`config.mk`:
```
export PLATFORM = sky130hd
export DESIGN_NAME = swe_ctrl
export DESIGN_NICKNAME = d
export VERILOG_FILES = /design/src/rtl/core/swe_pkg.sv /design/src/rtl/core/swe_ctrl.sv
export SDC_FILE = /design/constraint.sdc
export NUM_CORES = 1
export LEC_CHECK = 0
export BUFFER_PORTS_ARGS = -buffer_cell sky130_fd_sc_hd__buf_2
export CORE_ASPECT_RATIO = 0.6
export CORE_MARGIN = 2
export CORE_UTILIZATION = 23
export DETAILED_ROUTE_END_ITERATION = 12
export SYNTH_ARGS = -nofsm -noshare
export SYNTH_HDL_FRONTEND = slang
export SYNTH_SLANG_ARGS = --single-unit
```
`constraint.sdc`:
```
create_clock -name clk -period 8.12 [get_ports clk]
set_input_delay 0 -clock clk [delete_from_list [all_inputs] [get_ports clk]]
set_output_delay 0 -clock clk [all_outputs]
set_load 0.01 [all_outputs]
```
`src/rtl/core/swe_pkg.sv`:
```
// ----------------------------------------------------------------------------
// swe_pkg: shared types and constants of the stereo width estimator.
// Holds the sample and sum widths, the controller states and the command
// and status records that run between the controller and the datapath.
// ----------------------------------------------------------------------------
package swe_pkg;

	// Fixed widths of the item fields and of the accumulators.
	localparam int SAMPLE_BITS      = 24;
	localparam int STEP_W           = 16;
	localparam int SUM_W            = 64;
	localparam int PROD_W           = 2 * SUM_W;
	localparam int WIDE_W           = 162;
	localparam int Q_W              = 16;
	localparam int MAX_SELECTED_DEF = 2048;

	// Number of 32x32 partial products for the two 64x64 products.
	localparam logic [3:0] MUL_LAST = 4'd8;
	// Top bit of the correlation magnitude search.
	localparam logic [3:0] BIT_TOP  = 4'd15;

	typedef enum logic [2:0] {
		ST_ACCUM,
		ST_FLUSH,
		ST_CHECK,
		ST_MUL,
		ST_INIT,
		ST_SRCH,
		ST_DONE
	} swe_state_t;

	// Sub-steps of one bit of the magnitude search.
	typedef enum logic [1:0] {
		SP_ADD,
		SP_SUM,
		SP_CMP
	} swe_sphase_t;

	typedef struct packed {
		logic        acc_en;
		logic        check;
		logic        mul_clear;
		logic        mul_issue;
		logic [2:0]  mul_idx;
		logic        srch_init;
		logic        srch_en;
		swe_sphase_t srch_phase;
		logic [3:0]  srch_bit;
		logic        load_out;
		logic        clear;
		logic        ovf;
	} swe_cmd_t;

	typedef struct packed {
		logic zero;
		logic accept;
	} swe_stat_t;

endpackage

```
`src/rtl/core/swe_ctrl.sv`:
```
// ----------------------------------------------------------------------------
// swe_ctrl: controller of the stereo width estimator.
// Holds the decimation register, the decimation phase, the kept-pair count
// and the sequencer that walks the datapath through the result computation.
// ----------------------------------------------------------------------------
module swe_ctrl
	import swe_pkg::*;
#(
	parameter int MAX_SELECTED = MAX_SELECTED_DEF
) (
	input  logic      clk,
	input  logic      arst_n,
	input  logic      cfg_valid,
	output logic      cfg_ready,
	input  logic [STEP_W-1:0] cfg_step,
	input  logic      in_valid,
	input  logic      in_last,
	output logic      in_ready,
	output logic      out_valid,
	input  logic      out_ready,
	output swe_cmd_t  cmd,
	input  swe_stat_t stat
);

	localparam int KEPT_W = $clog2(MAX_SELECTED + 1);

	swe_state_t        state_q, state_nxt;
	logic [STEP_W-1:0] step_q;
	logic [STEP_W-1:0] phase_q;
	logic [STEP_W:0]   phase_inc;
	logic [KEPT_W-1:0] kept_q;
	logic              ovf_q;
	logic              ovf_res_q;
	logic [3:0]        cnt_q;
	swe_sphase_t       ph_q;
	logic              out_valid_q;
	logic              acc;
	logic              pick;
	logic              room;
	logic              fire;
	logic              srch_end;

	assign cfg_ready = 1'b1;
	assign in_ready  = (state_q == ST_ACCUM);
	assign out_valid = out_valid_q;
	assign acc       = in_valid && in_ready;
	assign pick      = (phase_q == '0);
	assign room      = (kept_q < KEPT_W'(MAX_SELECTED));
	assign phase_inc = {1'b0, phase_q} + 1'b1;
	assign fire      = !out_valid_q || out_ready;
	assign srch_end  = (ph_q == SP_CMP) &&
		((cnt_q == 4'd0) || ((cnt_q == BIT_TOP) && stat.accept));

	// State register.
	always_ff @(posedge clk or negedge arst_n) begin
		if (!arst_n) begin
			state_q <= ST_ACCUM;
		end else begin
			state_q <= state_nxt;
		end
	end

	// Next state and datapath commands.
	always_comb begin
		state_nxt      = state_q;
		cmd            = '0;
		cmd.srch_phase = ph_q;
		cmd.srch_bit   = cnt_q;
		cmd.mul_idx    = cnt_q[2:0];
		cmd.ovf        = ovf_res_q;
		unique case (state_q)
			ST_ACCUM: begin
				cmd.acc_en = acc && pick && room;
				if (acc && in_last) begin
					state_nxt = ST_FLUSH;
				end
			end
			ST_FLUSH: begin
				state_nxt = ST_CHECK;
			end
			ST_CHECK: begin
				cmd.check     = 1'b1;
				cmd.mul_clear = 1'b1;
				state_nxt     = stat.zero ? ST_DONE : ST_MUL;
			end
			ST_MUL: begin
				cmd.mul_issue = (cnt_q != MUL_LAST);
				if (cnt_q == MUL_LAST) begin
					state_nxt = ST_INIT;
				end
			end
			ST_INIT: begin
				cmd.srch_init = 1'b1;
				state_nxt     = ST_SRCH;
			end
			ST_SRCH: begin
				cmd.srch_en = 1'b1;
				if (srch_end) begin
					state_nxt = ST_DONE;
				end
			end
			ST_DONE: begin
				if (fire) begin
					cmd.load_out = 1'b1;
					cmd.clear    = 1'b1;
					state_nxt    = ST_ACCUM;
				end
			end
			default: begin
				state_nxt = ST_ACCUM;
			end
		endcase
	end

	// Configuration register.
	always_ff @(posedge clk or negedge arst_n) begin
		if (!arst_n) begin
			step_q <= STEP_W'(1);
		end else if (cfg_valid && cfg_ready) begin
			step_q <= cfg_step;
		end
	end

	// Decimation phase, kept-pair count and overflow flag.
	always_ff @(posedge clk or negedge arst_n) begin
		if (!arst_n) begin
			phase_q   <= '0;
			kept_q    <= '0;
			ovf_q     <= 1'b0;
			ovf_res_q <= 1'b0;
		end else if (acc) begin
			if (in_last) begin
				phase_q   <= '0;
				kept_q    <= '0;
				ovf_q     <= 1'b0;
				ovf_res_q <= ovf_q || (pick && !room);
			end else begin
				phase_q <= (phase_inc >= {1'b0, step_q}) ? '0 : phase_inc[STEP_W-1:0];
				if (pick && room) begin
					kept_q <= kept_q + 1'b1;
				end
				if (pick && !room) begin
					ovf_q <= 1'b1;
				end
			end
		end
	end

	// Step counter for the multiplier and the search bit.
	always_ff @(posedge clk or negedge arst_n) begin
		if (!arst_n) begin
			cnt_q <= '0;
			ph_q  <= SP_ADD;
		end else begin
			unique case (state_q)
				ST_CHECK: cnt_q <= '0;
				ST_MUL:   cnt_q <= cnt_q + 1'b1;
				ST_INIT: begin
					cnt_q <= BIT_TOP;
					ph_q  <= SP_ADD;
				end
				ST_SRCH: begin
					unique case (ph_q)
						SP_ADD: ph_q <= SP_SUM;
						SP_SUM: ph_q <= SP_CMP;
						SP_CMP: begin
							ph_q  <= SP_ADD;
							cnt_q <= cnt_q - 1'b1;
						end
						default: ph_q <= SP_ADD;
					endcase
				end
				default: cnt_q <= cnt_q;
			endcase
		end
	end

	// Result valid flag.
	always_ff @(posedge clk or negedge arst_n) begin
		if (!arst_n) begin
			out_valid_q <= 1'b0;
		end else if (cmd.load_out) begin
			out_valid_q <= 1'b1;
		end else if (out_ready) begin
			out_valid_q <= 1'b0;
		end
	end

endmodule

```
# --- Word-level counts from Yosys, hierarchy flattened ---
# Cells that the tools add are included.
totals:
  ff_bits: 56
  input_bits: 24
  out_inout_bits: 21
op_classes:
  n_addsub: 4
  order_cmp: 2
  n_eq_ne: 16
  n_mux: 25
  n_reduce_logical: 27
ops:
  columns: ["operator", "count"]
  rows:
  - ["16-bit 2-to-1 mux", 2]
  - ["12-bit 2-to-1 mux", 2]
  - ["3-bit case mux with 7 select lines", 1]
  - ["16-bit by 1-bit adder with 17-bit output, second input constant", 1]
  - ["17-bit by 16-bit greater-or-equal comparator with 1-bit output", 1]
  - ["16-bit zero test", 1]
  - ["4-bit case mux with 4 select lines", 1]
  - ["3-bit 2-to-1 mux", 5]
  - ["12-bit by 1-bit adder with 12-bit output, second input constant", 1]
  - ["12-bit less-than comparator, second input constant", 1]
  - ["3-bit equality test, second input constant", 3]
  - ["4-bit equality test, second input constant", 2]
  - ["1-bit logical AND", 8]
  - ["1-bit 2-to-1 mux", 8]
  - ["2-bit inequality test, second input constant", 4]
  - ["2-bit case mux with 2 select lines", 2]
  - ["2-bit AND reduction", 4]
  - ["2-bit nonzero test", 4]
  - ["3-bit by 2-bit equality test with 1-bit output, second input constant", 2]
  - ["2-bit 2-to-1 mux", 3]
  - ["4-bit by 1-bit adder with 4-bit output, second input constant", 1]
  - ["4-bit zero test", 1]
  - ["4-bit 2-to-1 mux", 1]
  - ["4-bit inequality test, second input constant", 1]
  - ["other kinds (11)", 14]

# --- Depth between registers and ports, before layout ---
depth:
  ltp_word: 6
  mapped_depth: 15

# --- Worst setup path after synthesis ---
# Ideal clock, no wire load.
synth_timing:
  kind: "register -> register"
  from: "register phase_q[2]"
  to: "register phase_q[0]"
  setup_ps: 83
  arrival_time_ps: 3014
  required_ps: 8037
  slack_ps: 5023
  path_stages_with_launch: 16
  n_path_buf: 3
  synth_period_minus_slack_ps: 3097
  path_cell_list: "dfrtp_1 clkbuf_2 and2_2 nand4_4 or2_1 clkbuf_1 nand2b_1 xnor2_1 ha_1 and4_1 a41oi_1 a31oi_1 a22o_1 or2_2 clkbuf_1 o21ai_0"
synth_between:
  elab_chain_cells: 4
synth_lines:
  columns: ["item", "line", "text"]
  rows:
  - ["from (decl)", "swe_ctrl.sv:29", "logic [STEP_W-1:0] phase_q;"]
  - ["from (signal assigned)", "swe_ctrl.sv:138", "phase_q <= (phase_inc >= {1'b0, step_q}) ? '0 : phase_inc[STEP_W-1:0];"]
  - ["16-bit by 1-bit adder with 17-bit output", "swe_ctrl.sv:49", "assign phase_inc = {1'b0, phase_q} + 1'b1;"]
  - ["17-bit by 16-bit greater-or-equal comparator with 1-bit output", "swe_ctrl.sv:138", null]
  - ["16-bit 2-to-1 mux", "swe_ctrl.sv:138", null]
  - ["16-bit 2-to-1 mux", "swe_ctrl.sv:132", "if (in_last) begin"]
# No other way between the ends.
# A chain may end at the register's enable or synchronous reset.

# --- Worst setup path in the final report ---
layout_timing:
  from: "register phase_q[2]"
  to: "register phase_q[6]"
layout_between:
  elab_chain_cells: 4
layout_lines:
  columns: ["item", "line"]
  rows:
  - ["16-bit by 1-bit adder with 17-bit output (*)", "swe_ctrl.sv:49"]
  - ["17-bit by 16-bit greater-or-equal comparator with 1-bit output", "swe_ctrl.sv:138"]
  - ["16-bit 2-to-1 mux (*)", "swe_ctrl.sv:138"]
  - ["16-bit 2-to-1 mux (*)", "swe_ctrl.sv:132"]
# Mark *: on every way between the ends. The rest lies on a longest branch, timed or not.

==> flow_metrics.tcl <==
set metrics [dict create \
    status "finished clean" \
    cp_cell_sequence "and2_2 > nand4_4 > or2_1 > nand2b_1 > xnor2_1 > ha_1 > a2111oi_0 > o21ai_0 > a22o_1 > or2_2 > o21ai_0" \
    slew_violations 0 \
    nets 477 \
    wire_per_inst_um 13.10 \
    ant_nets 0 \
    start_util_pct 23.64 \
    numCtsBuffers 5 \
    reg2reg_depth 11 \
    post_cts_buffers 0 \
    clock_sinks 56 \
    required_ns 8.33 \
    die_h_um 98.73 \
    io_buffers 43 \
    fin_cells 630 \
    via_count 2863 \
    crit_type "register to register" \
    synth_cell_types 51 \
    rsz0062_at_grt "no" \
    min_period_over_period_pct 41.98 \
    leakage_nw 1.923 \
    synth-edff-count 0 \
    rows 34 \
    ys_ff_latch 56 \
    grt_max_degree 57 \
    seqPwrFrac_pct 41.9 \
    fill_cells 1555 \
    synth_top_area_share_pct 40.01 \
    antenna_cells 0 \
    switchingPower_mw 0.4002 \
    overflow 0 \
    worst_path_max_delay_cell "dfrtp_1" \
    drive_gt1_share_pct 15.05 \
    period_needed_ns 3.409 \
    grt_pass1_vias 2851 \
    cp_max_fo 8 \
    yosysTopAreaCell "dfrtp_1" \
    clk_pin_slew_ns 0.07 \
    worstSetupEndpointType "register" \
    syn2layout_area_growth_pct 19.03 \
    arrival_ns 3.62 \
    start_kind "register" \
    setup_viol 0 \
    powerDensity_nw_per_um2 243.3 \
    p_sw_share_pct 40.18 \
    synthCells 390 \
    synth_nets 436 \
    placedCellCount 605 \
    worstHoldPathType "input pin to register" \
    dr.pass1.iters 5 \
    synthArstFlopShare_pct 100.0 \
    via_per_inst 4.544 \
    path_common_cell "o21ai_0" \
    hold_viol 0 \
    pwr-share-clk_pct 22.2 \
    yosys_warnings 0 \
    netlist_top_cells_area "dfrtp_1 (40%), ha_1 (7.6%), nand2_1 (5.9%)" \
    clkLatencyLatePin_ns 0.30 \
    hpwlAfterDp_mm 5.988 \
    intPower_mw 0.5958 \
    avgSynthCellArea_um2 8.819 \
    grt_pass1_wl_mm 14.10 \
    drt_iter0_drc 251 \
    ios 45 \
    route.detailed.drc 0 \
    critPathMaxStageDelay_ns 0.47 \
    ys_seq_area_share_pct 40.78 \
    max-vdd-ir-drop_mv 0.1246 \
    htreeDepth 2 \
    p_comb_share_pct 35.9 \
    netlist_area_um2 3440 \
    worstHoldPathCells 2 \
    core_area_um2 14550 \
    die-area_um2 15980 \
    grt_usage_pct 10.86 \
    grt_antenna_before_repair 0 \
    fin_setup_tns_ns 0 \
    maxSlewHeadroom_pct 51.78 \
    clockRootBuffer "clkbuf_16" \
    synth_flop_cell "dfrtp_1" \
    drt_wl_total_mm 8.250 \
    cts_tree "yes" \
    max_slew.worst_pin.slew_ns 0.7233 \
    finClkSkew_ns 0.01210 \
    finalWeightedCongestion 0.8408 \
    max_freq_ghz 0.2933 \
    cts_buffer_depth 2 \
    drv.max_cap_violation_count 0 \
    die_width_um 161.9 \
]
final cells by class:
class	instances	area (um2)	share of cell area, %
timing repair buffer	61	392.9	9.597
clock inverter	3	21.27	0.5196
sequential	56	1403	34.26
inverter	21	78.83	1.925
tap	198	247.7	6.051
clock buffer	5	125.1	3.056
multi-input combinational	286	1826	44.59
path summary, 6_finish.rpt:
kind / from / endpoint / slack [ns]
max: phase_q[2]$_DFFE_PN0P_ / phase_q[6]$_DFFE_PN0P_ / 4.71
min: in_last / kept_q[1]$_DFFE_PN0P_ / 0.05
max reg2reg: phase_q[2]$_DFFE_PN0P_ / phase_q[6]$_DFFE_PN0P_ / 4.71
min reg2reg: ovf_q$_DFFE_PN0P_ / ovf_q$_DFFE_PN0P_ / 0.53
max in group asynchronous: arst_n / ovf_res_q$_DFFE_PN0P_ / 7.25
min in group asynchronous: arst_n / phase_q[9]$_DFFE_PN0P_ / 0.37
stage by stage:
stage	power [mW]	util [%]	setup slack (ns)	hold WS, ns	cell area (um2)
2_1_floorplan	0.6697	-	5.023	-0.2956	3440
3_3_place_gp	0.7582	25.96	4.902	0.1806	3777
3_5_place_dp	0.7718	25.96	4.761	0.1928	3777
4_1_cts	1.004	28.14	4.737	0.04846	4094
5_1_grt	1.084	28.14	4.459	0.07739	4094
6_report	0.9960	28.14	4.711	0.05354	4094
cells in the mapped netlist, types with 6 or more instances:
cell,count
xor2_1,12
inv_1,21
buf_4,8
o21ai_0,38
nor2_1,23
xnor2_1,10
a21oi_1,19
clkbuf_1,18
a21o_1,6
and3_1,8
nand2b_1,7
nand2_1,54
ha_1,21
dfrtp_1,55
nand3_1,10
what timing repair did:
action                                  in CTS  in global routing
resized for setup                            0                  0
endpoints found under the setup margin       0                  0
hold buffers                                17                  0
endpoints found under the hold margin       71                  0
worst max-delay path: cells and delay by family (launching register included):
kind / cells / cell delay, ns
AOI/OAI and AO/OA: 4 / 1.08
xor gates and xnor gates: 1 / 0.19
adders and majority gates: 1 / 0.29
DFF: 1 / 0.47
and+or+nand+nor: 5 / 1.26
layer usage:
metal	routed length (um)	vias up	track usage (%)
met3	482	5	2.988
met1	4523	1351	17.26
met5	0	-	0
met4	38	0	1.702
met2	3206	81	14.57
li1	-	1426	-
power groups by stage:
stage,combinational (mW),clock (mW),sequential [mW]
global route,0.409,0.245,0.430
finish,0.357,0.221,0.418
detailed placement,0.350,0,0.422
global placement,0.341,0,0.417
floorplan,0.285,0,0.384
CTS,0.360,0.228,0.417
cell usage in the layout, fill, tap and decap left out, types with 5 or more instances in the layout:
cell           synthesis  final
dfrtp_1               55     55
nand2_1               54     54
and2_1                 5      5
nand4_1                5      5
and3_1                 8      8
dlygate4sd3_1          0     17
ha_1                  21     21
or3_1                  5      5
nor4_1                 5      5
xor2_1                12     12
o21ai_0               38     38
a21oi_1               19     19
xnor2_1               10     10
buf_2                  0     43
a21o_1                 6      6
a211oi_1               5      5
inv_1                 21     21
nor2_1                23     23
nand3_1               10     10
nand2b_1               7      7
clkbuf_16              0      5
sequential cells by signal (all words and copies together) (netlist names):
signal / flops
cnt_q: 4
kept_q: 12
out_valid: 1
ovf_q: 1
ovf_res_q: 1
ph_q: 2
phase_q: 16
state_q: 3
step_q: 16
cell families (layout without fill, tap and decap cells):
kind of cell / count (synthesis) / in the layout / synth area share [%]
AND/OR/NAND/NOR: 144 / 144 / 21.21
AO/OA/AOI/OAI: 91 / 91 / 16.12
multiplexers: 6 / 6 / 1.819
adder cells (fa/ha/maj): 22 / 22 / 8.221
flip-flops: 56 / 56 / 40.78
buffers and inverters: 48 / 90 / 6.148
XOR/XNOR: 22 / 22 / 5.602
other: 1 / 1 / 0.1090
Power figures use the tool's default switching activity.
